**config.mk**
```make
export PLATFORM = sky130hd
export DESIGN_NAME = le_advertising_report_parser
export DESIGN_NICKNAME = d
export VERILOG_FILES = /design/src/sv/larp_pkg.sv /design/src/sv/larp_front.sv /design/src/sv/larp_queue.sv /design/src/sv/larp_back.sv /design/src/sv/le_advertising_report_parser.sv
export VERILOG_INCLUDE_DIRS = /design/src /design/src/sv
export SDC_FILE = /design/constraint.sdc
export NUM_CORES = 1
export LEC_CHECK = 0
export ABC_AREA = 1
export BUFFER_PORTS_ARGS = -buffer_cell sky130_fd_sc_hd__clkbuf_2
export CAP_MARGIN = 40
export CORE_ASPECT_RATIO = 1.4
export CORE_MARGIN = 4
export CORE_UTILIZATION = 45
export CTS_CLUSTER_SIZE = 40
export DETAILED_ROUTE_END_ITERATION = 8
export GPL_ROUTABILITY_DRIVEN = 0
export GPL_TIMING_DRIVEN = 0
export PLACE_DENSITY = 0.58
export SYNTH_ARGS = -nofsm -noshare
export SYNTH_HDL_FRONTEND = slang
export SYNTH_SLANG_ARGS = --single-unit
```
**constraint.sdc**
```tcl
create_clock -name clock -period 12.1 [get_ports clock]
set_input_delay 1.21 -clock clock [delete_from_list [all_inputs] [get_ports clock]]
set_output_delay 1.21 -clock clock [all_outputs]
set_load 0.01 [all_outputs]
```
**src/sv/le_advertising_report_parser_defines.svh**
```systemverilog
// Assertion macros for the advertising report parser.
// Used by the top level only; empty when SYNTHESIS is defined.
`ifndef LE_ADVERTISING_REPORT_PARSER_DEFINES_SVH
`define LE_ADVERTISING_REPORT_PARSER_DEFINES_SVH
`ifndef SYNTHESIS
`define LARP_ASSERT_IMPL(label, clk, rst, prop, msg) \
   label: assert property (@(posedge clk) disable iff (rst) prop) else $error(msg);
`define LARP_ASSERT_NORST(label, clk, prop, msg) \
   label: assert property (@(posedge clk) prop) else $error(msg);
`else
`define LARP_ASSERT_IMPL(label, clk, rst, prop, msg)
`define LARP_ASSERT_NORST(label, clk, prop, msg)
`endif
`endif

```
**src/sv/larp_pkg.sv**
```systemverilog
// Shared types and constants for the advertising report parser.
// No dependencies.
`default_nettype none
package larp_pkg;
   localparam logic [7:0] IND_EVENT  = 8'h04;
   localparam logic [7:0] EVT_LE     = 8'h3E;
   localparam logic [7:0] SUB_ADV    = 8'h02;

   typedef enum logic [3:0] {
      K_NONE = 4'd0, K_EVTYPE = 4'd1, K_ADDRTYPE = 4'd2, K_ADDR = 4'd3,
      K_FLAGS = 4'd4, K_UUID16 = 4'd5, K_UUID128 = 4'd6, K_NAME = 4'd7,
      K_MFR = 4'd8, K_OTHER = 4'd9, K_DONE = 4'd10, K_DROPPED = 4'd11,
      K_OK = 4'd12, K_ERROR = 4'd13, K_IGNORED = 4'd14
   } kind_type;

   localparam logic [2:0] E_NONE = 3'd0;
   localparam logic [2:0] E_IND  = 3'd1;
   localparam logic [2:0] E_SHORT = 3'd2;
   localparam logic [2:0] E_LEN  = 3'd3;
   localparam logic [2:0] E_EVT  = 3'd4;
   localparam logic [2:0] E_TRUNC = 3'd5;

   typedef struct packed {
      logic [3:0]  kind;
      logic [15:0] value;
      logic [7:0]  position;
      logic [7:0]  report_number;
      logic [7:0]  structure_type;
      logic [2:0]  error_code;
      logic        last;
   } result_type;

   // one queue entry: up to two results caused by one byte
   typedef struct packed {
      logic       two;
      result_type r0;
      result_type r1;
   } entry_type;

   function automatic logic [3:0] ad_kind(input logic [7:0] t);
      logic [3:0] k;
      case (t)
         8'h01: k = K_FLAGS;
         8'h02, 8'h03: k = K_UUID16;
         8'h06, 8'h07: k = K_UUID128;
         8'h08, 8'h09: k = K_NAME;
         8'hFF: k = K_MFR;
         default: k = K_OTHER;
      endcase
      return k;
   endfunction
endpackage
`default_nettype wire

```
**src/sv/larp_front.sv**
```systemverilog
// Front end: consumes packet bytes and produces a queue entry for each byte that yields a result or ends the packet.
// Depends on larp_pkg.
`default_nettype none
module larp_front (
   input  wire logic                 clock,
   input  wire logic                 reset,
   input  wire logic                 step,
   input  wire logic [7:0]           data_byte,
   input  wire logic                 end_of_packet,
   output larp_pkg::entry_type       entry,
   output logic                      entry_valid
);
   typedef enum logic [3:0] {
      PH_IND, PH_EVT, PH_LEN, PH_SUB, PH_NREP, PH_EVTYPE, PH_ADDRTYPE, PH_ADDR,
      PH_ADLEN, PH_CHLEN, PH_CHTYPE, PH_CHDATA, PH_RSSI, PH_DRAIN, PH_IGNORE, PH_TAIL
   } phase_type;

   phase_type  phase_ff, phase_in;
   logic [8:0] evl_ff, evl_in;
   logic [7:0] rl_ff, rl_in, rc_ff, rc_in;
   logic [2:0] ac_ff, ac_in;
   logic [7:0] adl_ff, adl_in, cbl_ff, cbl_in, ct_ff, ct_in, pc_ff, pc_in, ulb_ff, ulb_in;
   logic       cor_ff, cor_in;
   logic [2:0] perr_ff, perr_in;

   logic       d_v;
   logic [3:0] d_k;
   logic [15:0] d_val;
   logic [7:0] d_pos, d_st;
   logic [7:0] adm, cbm;
   logic [2:0] err;
   logic [3:0] vk;
   logic       corr;

   always_comb begin
      phase_in = phase_ff; evl_in = evl_ff; rl_in = rl_ff; rc_in = rc_ff;
      ac_in = ac_ff; adl_in = adl_ff; cbl_in = cbl_ff; ct_in = ct_ff;
      pc_in = pc_ff; ulb_in = ulb_ff; cor_in = cor_ff; perr_in = perr_ff;
      d_v = 1'b0; d_k = larp_pkg::K_NONE; d_val = '0; d_pos = '0; d_st = '0;
      adm = adl_ff - 8'd1;
      cbm = cbl_ff - 8'd1;
      corr = cor_ff;
      err = larp_pkg::E_NONE; vk = larp_pkg::K_OK;
      entry = '0;
      if (phase_ff == PH_IND) begin
         if (data_byte == larp_pkg::IND_EVENT) phase_in = PH_EVT;
         else begin
            if (perr_ff == 3'd0 || perr_ff > larp_pkg::E_IND) perr_in = larp_pkg::E_IND;
            phase_in = PH_DRAIN;
         end
      end else if (phase_ff == PH_EVT) begin
         if (data_byte != larp_pkg::EVT_LE &&
             (perr_ff == 3'd0 || perr_ff > larp_pkg::E_EVT)) perr_in = larp_pkg::E_EVT;
         phase_in = PH_LEN;
      end else if (phase_ff == PH_LEN) begin
         evl_in = {1'b0, data_byte};
         phase_in = (perr_ff != 3'd0) ? PH_DRAIN : PH_SUB;
      end else if (evl_ff == 9'd0) begin
         if (perr_ff == 3'd0 || perr_ff > larp_pkg::E_LEN) perr_in = larp_pkg::E_LEN;
         phase_in = PH_DRAIN;
      end else begin
         evl_in = evl_ff - 9'd1;
         unique case (phase_ff)
            PH_SUB: phase_in = (data_byte == larp_pkg::SUB_ADV) ? PH_NREP : PH_IGNORE;
            PH_NREP: begin
               rl_in = data_byte; rc_in = '0;
               phase_in = (data_byte == 8'd0) ? PH_TAIL : PH_EVTYPE;
            end
            PH_EVTYPE: begin
               cor_in = 1'b0;
               d_v = 1'b1; d_k = larp_pkg::K_EVTYPE; d_val = {8'd0, data_byte};
               phase_in = PH_ADDRTYPE;
            end
            PH_ADDRTYPE: begin
               d_v = 1'b1; d_k = larp_pkg::K_ADDRTYPE; d_val = {8'd0, data_byte};
               ac_in = '0; phase_in = PH_ADDR;
            end
            PH_ADDR: begin
               d_v = 1'b1; d_k = larp_pkg::K_ADDR; d_val = {8'd0, data_byte};
               d_pos = {5'd0, ac_ff};
               ac_in = ac_ff + 3'd1;
               if (ac_ff == 3'd5 || ac_ff == 3'd6 || ac_ff == 3'd7) phase_in = PH_ADLEN;
            end
            PH_ADLEN: begin
               adl_in = data_byte;
               phase_in = (data_byte == 8'd0) ? PH_RSSI : PH_CHLEN;
            end
            PH_CHLEN: begin
               adl_in = adm;
               if (data_byte == 8'd0 || data_byte > adm) begin
                  cor_in = 1'b1;
                  phase_in = (adm == 8'd0) ? PH_RSSI : PH_CHDATA;
               end else begin
                  cbl_in = data_byte; phase_in = PH_CHTYPE;
               end
            end
            PH_CHTYPE: begin
               adl_in = adm; cbl_in = cbm; ct_in = data_byte;
               pc_in = '0; ulb_in = '0;
               if ((data_byte == 8'h02 || data_byte == 8'h03) && cbm[0]) corr = 1'b1;
               if ((data_byte == 8'h06 || data_byte == 8'h07) && cbm[3:0] != 4'd0)
                  corr = 1'b1;
               cor_in = corr;
               if (corr) phase_in = (adm == 8'd0) ? PH_RSSI : PH_CHDATA;
               else if (cbm == 8'd0) phase_in = (adm == 8'd0) ? PH_RSSI : PH_CHLEN;
               else phase_in = PH_CHDATA;
            end
            PH_CHDATA: begin
               adl_in = adm;
               if (cor_ff) begin
                  if (adm == 8'd0) phase_in = PH_RSSI;
               end else begin
                  cbl_in = cbm;
                  if (larp_pkg::ad_kind(ct_ff) == larp_pkg::K_UUID16) begin
                     if (!pc_ff[0]) ulb_in = data_byte;
                     else begin
                        d_v = 1'b1; d_k = larp_pkg::K_UUID16;
                        d_val = {data_byte, ulb_ff}; d_pos = pc_ff - 8'd1; d_st = ct_ff;
                     end
                  end else begin
                     d_v = 1'b1; d_k = larp_pkg::ad_kind(ct_ff);
                     d_val = {8'd0, data_byte}; d_pos = pc_ff; d_st = ct_ff;
                  end
                  pc_in = pc_ff + 8'd1;
                  if (cbm == 8'd0) phase_in = (adm == 8'd0) ? PH_RSSI : PH_CHLEN;
               end
            end
            PH_RSSI: begin
               d_v = 1'b1; d_k = cor_ff ? larp_pkg::K_DROPPED : larp_pkg::K_DONE;
               d_val = {8'd0, data_byte};
               rc_in = rc_ff + 8'd1; rl_in = rl_ff - 8'd1; cor_in = 1'b0;
               phase_in = (rl_ff == 8'd1) ? PH_TAIL : PH_EVTYPE;
            end
            default: ;
         endcase
      end

      if (perr_in == larp_pkg::E_IND || perr_in == larp_pkg::E_LEN) err = perr_in;
      else if (phase_in == PH_EVT || phase_in == PH_LEN) err = larp_pkg::E_SHORT;
      else if (evl_in != 9'd0) err = larp_pkg::E_LEN;
      else if (perr_in != 3'd0) err = perr_in;
      else if (phase_in == PH_IGNORE) vk = larp_pkg::K_IGNORED;
      else if (phase_in != PH_TAIL) err = larp_pkg::E_TRUNC;
      if (err != 3'd0) vk = larp_pkg::K_ERROR;

      // data result uses the report count before this byte
      if (d_v) begin
         entry.r0 = '{kind: d_k, value: d_val, position: d_pos, report_number: rc_ff,
                      structure_type: d_st, error_code: 3'd0, last: !end_of_packet};
         if (end_of_packet) begin
            entry.two = 1'b1;
            entry.r1 = '{kind: vk, value: 16'd0, position: 8'd0, report_number: rc_in,
                         structure_type: 8'd0, error_code: err, last: 1'b1};
         end
      end else if (end_of_packet) begin
         entry.r0 = '{kind: vk, value: 16'd0, position: 8'd0, report_number: rc_in,
                      structure_type: 8'd0, error_code: err, last: 1'b1};
      end
      entry_valid = d_v | end_of_packet;
   end

   always_ff @(posedge clock) begin
      if (reset || (step && end_of_packet)) begin
         phase_ff <= PH_IND; evl_ff <= '0; rl_ff <= '0; rc_ff <= '0; ac_ff <= '0;
         adl_ff <= '0; cbl_ff <= '0; ct_ff <= '0; pc_ff <= '0; ulb_ff <= '0;
         cor_ff <= 1'b0; perr_ff <= '0;
      end else if (step) begin
         phase_ff <= phase_in; evl_ff <= evl_in; rl_ff <= rl_in; rc_ff <= rc_in;
         ac_ff <= ac_in; adl_ff <= adl_in; cbl_ff <= cbl_in; ct_ff <= ct_in;
         pc_ff <= pc_in; ulb_ff <= ulb_in; cor_ff <= cor_in; perr_ff <= perr_in;
      end
   end
endmodule
`default_nettype wire

```
**src/sv/larp_queue.sv**
```systemverilog
// Short FIFO of result entries between front and back.
// Depends on larp_pkg.
`default_nettype none
module larp_queue #(
   parameter int unsigned DEPTH = 4
) (
   input  wire logic                 clock,
   input  wire logic                 reset,
   input  wire logic                 push,
   input  wire larp_pkg::entry_type  push_data,
   input  wire logic                 pop,
   output larp_pkg::entry_type       head,
   output logic                      not_empty,
   output logic                      not_full
);
   localparam int unsigned AW = (DEPTH > 1) ? $clog2(DEPTH) : 1;
   larp_pkg::entry_type mem_ff [DEPTH];
   logic [AW-1:0] wp_ff, rp_ff;
   logic [AW:0]   cnt_ff;

   assign not_empty = cnt_ff != '0;
   assign not_full  = cnt_ff != (AW+1)'(DEPTH);
   assign head = mem_ff[rp_ff];

   always_ff @(posedge clock) begin
      if (push) mem_ff[wp_ff] <= push_data;
   end

   always_ff @(posedge clock) begin
      if (reset) begin
         wp_ff <= '0; rp_ff <= '0; cnt_ff <= '0;
      end else begin
         if (push) wp_ff <= (wp_ff == AW'(DEPTH - 1)) ? '0 : wp_ff + AW'(1);
         if (pop)  rp_ff <= (rp_ff == AW'(DEPTH - 1)) ? '0 : rp_ff + AW'(1);
         cnt_ff <= cnt_ff + (AW+1)'(push) - (AW+1)'(pop);
      end
   end
endmodule
`default_nettype wire

```
**src/sv/larp_back.sv**
```systemverilog
// Back end: unpacks queue entries into one result transaction per cycle while rsp_stall is low.
// Depends on larp_pkg.
`default_nettype none
module larp_back (
   input  wire logic                 clock,
   input  wire logic                 reset,
   input  wire larp_pkg::entry_type  head,
   input  wire logic                 head_valid,
   output logic                      pop,
   input  wire logic                 rsp_stall,
   output logic                      rsp_valid,
   output larp_pkg::result_type      rsp
);
   logic sel_ff;
   logic rsp_valid_ff;
   larp_pkg::result_type rsp_ff;
   logic load;
   logic take_second;

   assign rsp_valid = rsp_valid_ff;
   assign rsp = rsp_ff;
   assign load = head_valid && (!rsp_valid_ff || !rsp_stall);
   assign take_second = sel_ff && head.two;
   assign pop = load && (!head.two || sel_ff);

   always_ff @(posedge clock) begin
      if (reset) begin
         rsp_valid_ff <= 1'b0; sel_ff <= 1'b0;
      end else if (!rsp_valid_ff || !rsp_stall) begin
         rsp_valid_ff <= head_valid;
         if (head_valid) sel_ff <= head.two && !sel_ff;
      end
   end

   always_ff @(posedge clock) begin
      if (load) rsp_ff <= take_second ? head.r1 : head.r0;
   end
endmodule
`default_nettype wire

```
**src/sv/le_advertising_report_parser.sv**
```systemverilog
// HCI LE advertising report parser: one packet byte per cycle in while req_stall is low.
// A byte's first result passes through the queue and then the output register.
// A byte with a data result and a verdict yields two output transactions.
// A 4-entry queue decouples parsing from the output; req_stall rises only when it is full.
// Reset: synchronous, active high; parser returns to expecting the indicator, queue empties.
`default_nettype none
`include "le_advertising_report_parser_defines.svh"
module le_advertising_report_parser #(
   parameter int unsigned QUEUE_DEPTH = 4
) (
   input  wire logic        clock,
   input  wire logic        reset,
   input  wire logic        req_valid,
   output logic             req_stall,
   input  wire logic [7:0]  req_data_byte,
   input  wire logic        req_end_of_packet,
   output logic             rsp_valid,
   input  wire logic        rsp_stall,
   output logic [3:0]       rsp_kind,
   output logic [15:0]      rsp_value,
   output logic [7:0]       rsp_position,
   output logic [7:0]       rsp_report_number,
   output logic [7:0]       rsp_structure_type,
   output logic [2:0]       rsp_error_code,
   output logic             rsp_last
);
   larp_pkg::entry_type  entry, head;
   larp_pkg::result_type rsp;
   logic entry_valid, not_empty, not_full, pop, step;

   assign req_stall = !not_full;
   assign step = req_valid && not_full;

   larp_front u_front (
      .clock(clock), .reset(reset), .step(step), .data_byte(req_data_byte),
      .end_of_packet(req_end_of_packet), .entry(entry), .entry_valid(entry_valid)
   );

   larp_queue #(.DEPTH(QUEUE_DEPTH)) u_queue (
      .clock(clock), .reset(reset), .push(step && entry_valid), .push_data(entry),
      .pop(pop), .head(head), .not_empty(not_empty), .not_full(not_full)
   );

   larp_back u_back (
      .clock(clock), .reset(reset), .head(head), .head_valid(not_empty), .pop(pop),
      .rsp_stall(rsp_stall), .rsp_valid(rsp_valid), .rsp(rsp)
   );

   assign rsp_kind = rsp.kind;
   assign rsp_value = rsp.value;
   assign rsp_position = rsp.position;
   assign rsp_report_number = rsp.report_number;
   assign rsp_structure_type = rsp.structure_type;
   assign rsp_error_code = rsp.error_code;
   assign rsp_last = rsp.last;

   `LARP_ASSERT_IMPL(a_no_pop_empty, clock, reset, pop |-> not_empty, "pop from empty queue")
   `LARP_ASSERT_IMPL(a_err_only_verdict, clock, reset,
      (rsp_valid && rsp_error_code != 3'd0) |-> (rsp_kind == larp_pkg::K_ERROR),
      "error code outside error verdict")
   `LARP_ASSERT_IMPL(a_verdict_last, clock, reset,
      (rsp_valid && (rsp_kind == larp_pkg::K_OK || rsp_kind == larp_pkg::K_ERROR ||
       rsp_kind == larp_pkg::K_IGNORED)) |-> rsp_last, "verdict not last")
endmodule
`default_nettype wire
```
==> run summary <==
worst rel slew slack = 37.8%
Tmin final = 4.37 ns
Peak VDD IR = 0.000151 V
Power Density = 217 mW/mm^2
P_leak = 7.84 nW
Worst-path clk slew = 0.06 ns
DRC = 0
total track usage = 21.4%
Final Skew = 0.0169 ns
starting density of the core = 45.5%
area occupied by multi-input gates = 0.00578 sq mm
clock sink total = 383
largest net degree at the start of global routing = 28
H-Tree Depth = 2
# diodes = 0
Initial DRC Count = 893
ys async rst share = 0%
Worst EP arrival = 4.60 ns
crit share post-route = 36.1%
vias = 13315
setup TNS = 0 ns
Post-Syn Instances = 1808
Yosys cell types = 56
clk_lat worst skew = 0.54 ns
CP Launch Type = flop
setup slack, reg-to-reg = 7.73 ns
worst r2r src = u_front.phase_ff[1]
routed wire length = 46.3 mm
Slew Viols, Final = 0
CP peak stage delay = 0.58 ns
sequential element share of the synthesized area = 60.6%
Detail Placement HPWL = 32.7 mm
CORE AREA = 0.0385 sq mm
max frequency = 229 MHz
Critical Path RT = 12.34 ns
total global routing overflow = 0
CTS tree = built
Worst-Margin Slew = 0.925 ns
RSZ-0062 raised after global routing = false
MaxCap Viol Count = 0
initial antenna violation count = 0
first-pass GRT wire length = 71.3 mm
r2r endpoint = u_queue.mem_ff[2][16]
routed length per instance = 18.7 um
setup bufs post-CTS = 0
crit-path most repeated cell = buf_16
share of cells above drive strength 1 = 11.0%
number of global-route vias before repair = 12773
Die Ht = 242 um
area grow syn2layout = 15.0%
Yosys reg bits = 383
WHS Path Cells = 2
HP Class = flop to flop
Post-synth EDFFs = 296
mapped cell area = 0.0175 sq mm
IO Pins = 63
overall power = 0.00438 W
hold violation count in the final report = 0
final net count = 1971
post-CTS resize count = 0
CP max stage cell = dfxtp_1
ys flop type = edfxtp_1
cell row count = 85
type of destination of the critical path = flop
synth warn = 0
status = finished, final reports clean
Hold Crit Start = u_front.evl_ff[8]
root buf cell = clkbuf_16
vias per cell = 5.38
Syn Area/Cell = 9.70 sq um
FF/Latch Area = 0.0106 sq mm
critical setup path kind = flop to flop
die area = 0.0422 sq mm
clk buf depth = 3
PortBufs = 61
Detail Route Antenna Nets = 0
Setup-failing EPs final = 0
length of the first detailed-routing pass in iterations = 5
hold endpoint = u_front.evl_ff[8]
chip width = 175 um
R2R depth = 17
CP max FO = 19
cts hold-fix bufs = 0
worst path cell trace = nand2_2, nor2_4, inv_2, nor2_8, inv_2, nor2_1, inv_1, nand2_1, nand2_2, buf_2, ha_1, or2_2, clkbuf_1, nor2_4, buf_16, buf_16, buf_16
total CTS buffers = 38
Filler cells = 3547
[worst max-delay path, delay by kind of cell, from the launching register on]
| family | cells | cell delay (ns) |
|---|---|---|
| simple gates | 8 | 1.87 |
| flops | 1 | 0.58 |
| fa+ha+maj | 1 | 0.20 |
| buf+inv | 8 | 1.38 |
[cell families after synthesis]
family / Yosys count / share of synthesized area [%]
other cells: 1 / 0.0214
fa+ha+maj: 33 / 2.40
simple gates: 638 / 15.5
buf+inv: 303 / 6.71
xor+xnor: 9 / 0.450
flops: 383 / 60.6
compound gates: 441 / 14.3
[flip-flops by register name, summed over array words and instances, names as in the netlist, 2 cells and up, named ones only]
signal and flops:
u_queue.wp_ff 2, u_front.adl_ff 8, u_front.rl_ff 8, u_front.cbl_ff 8
u_front.ulb_ff 8, u_queue.cnt_ff 3, u_queue.rp_ff 2, u_front.phase_ff 4
u_front.evl_ff 9, u_front.perr_ff 3, u_front.ct_ff 8, u_front.ac_ff 3
u_back.rsp 48, u_front.pc_ff 8, u_queue.mem_ff 248, u_front.rc_ff 8
[stage by stage]
stage	utilization (%)	hold WS [ns]	instance area [sq um]	worst slack, ns	std cells
2_1_floorplan	-	0.436	17500	6.78	1811
3_3_place_gp	48.1	0.448	18500	3.97	2394
3_5_place_dp	48.8	0.459	18800	7.65	2406
4_1_cts	52.3	0.468	20100	7.71	2476
5_1_grt	52.4	0.498	20200	7.45	2477
6_report	52.4	0.469	20200	7.73	2477
[power by group]
part / internal (W) / switching, W
Clock: 0.000756 / 0.000499
Combinational: 0.000425 / 0.000989
Sequential: 0.00165 / 0.0000583
[how the worst max path moves through the flow]
stage / from / to / slack (ns) / cells past startpoint
floorplan: rsp_stall / u_queue.cnt_ff[2] / 6.78 / 12
global placement: u_front.phase_ff[1] / u_queue.mem_ff[0][50] / 3.97 / 14
detailed placement: req_data_byte[0] / u_queue.mem_ff[2][93] / 7.65 / 13
CTS: u_front.phase_ff[1] / u_queue.mem_ff[2][16] / 7.71 / 17
global route: u_front.phase_ff[1] / u_queue.cnt_ff[2] / 7.45 / 21
finish: u_front.phase_ff[1] / u_queue.mem_ff[2][16] / 7.73 / 17
[cell usage in the layout (no fill, tap or decap), drive strengths merged, types with 18 or more instances in the layout]
cell and instances:
o21ai 223, nor2 309, a21oi 80, clkbuf 170
inv 223, a31oi 24, edfxtp 296, nand3 49
o22ai 58, nor3 18, ha 32, dfxtp 87
clkinv 18, nand2 236, buf 27
[layer usage]
layer | track usage, % | vias to the layer above | wire length (um)
met2 | 37.2 | 421 | 23100
met1 | 27.2 | 6332 | 19000
met4 | 8.90 | 0 | 1790
met5 | 0 | - | 0
met3 | 2.58 | 106 | 2410
li1 | - | 6456 | -
[cell type report]
cell class | instances | share of cell area (%)
Timing Repair Buffer | 74 | 2.89
Buffer | 78 | 1.61
Sequential cell | 383 | 52.7
Tap cell | 522 | 3.24
Inverter | 225 | 4.22
Multi-Input combinational cell | 1125 | 28.6
Clock buffer | 45 | 5.05
Clock inverter | 25 | 1.62
[synth_stat cells (5+ instances only)]
cell / count / area [sq um]
a21oi_1: 77 / 385
ha_1: 32 / 400
o211ai_1: 12 / 90.1
nor2_2: 10 / 62.6
nand4_1: 11 / 68.8
a31oi_1: 24 / 150
nor2_1: 288 / 1080
dfxtp_1: 87 / 1740
a211oi_1: 14 / 105
nor3_1: 16 / 80.1
nor2_4: 10 / 113
o21ai_0: 214 / 1070
clkbuf_1: 64 / 240
o221ai_1: 5 / 43.8
nand3_1: 48 / 240
nand2_1: 226 / 848
xor2_1: 7 / 61.3
o22ai_1: 58 / 363
buf_2: 8 / 40.0
edfxtp_1: 296 / 8890
inv_2: 17 / 63.8
nand2_2: 8 / 50.1
o21ai_1: 9 / 45.0
inv_1: 203 / 762
nor4_1: 9 / 56.3
Note: power is estimated with default switching activity, not from simulation.
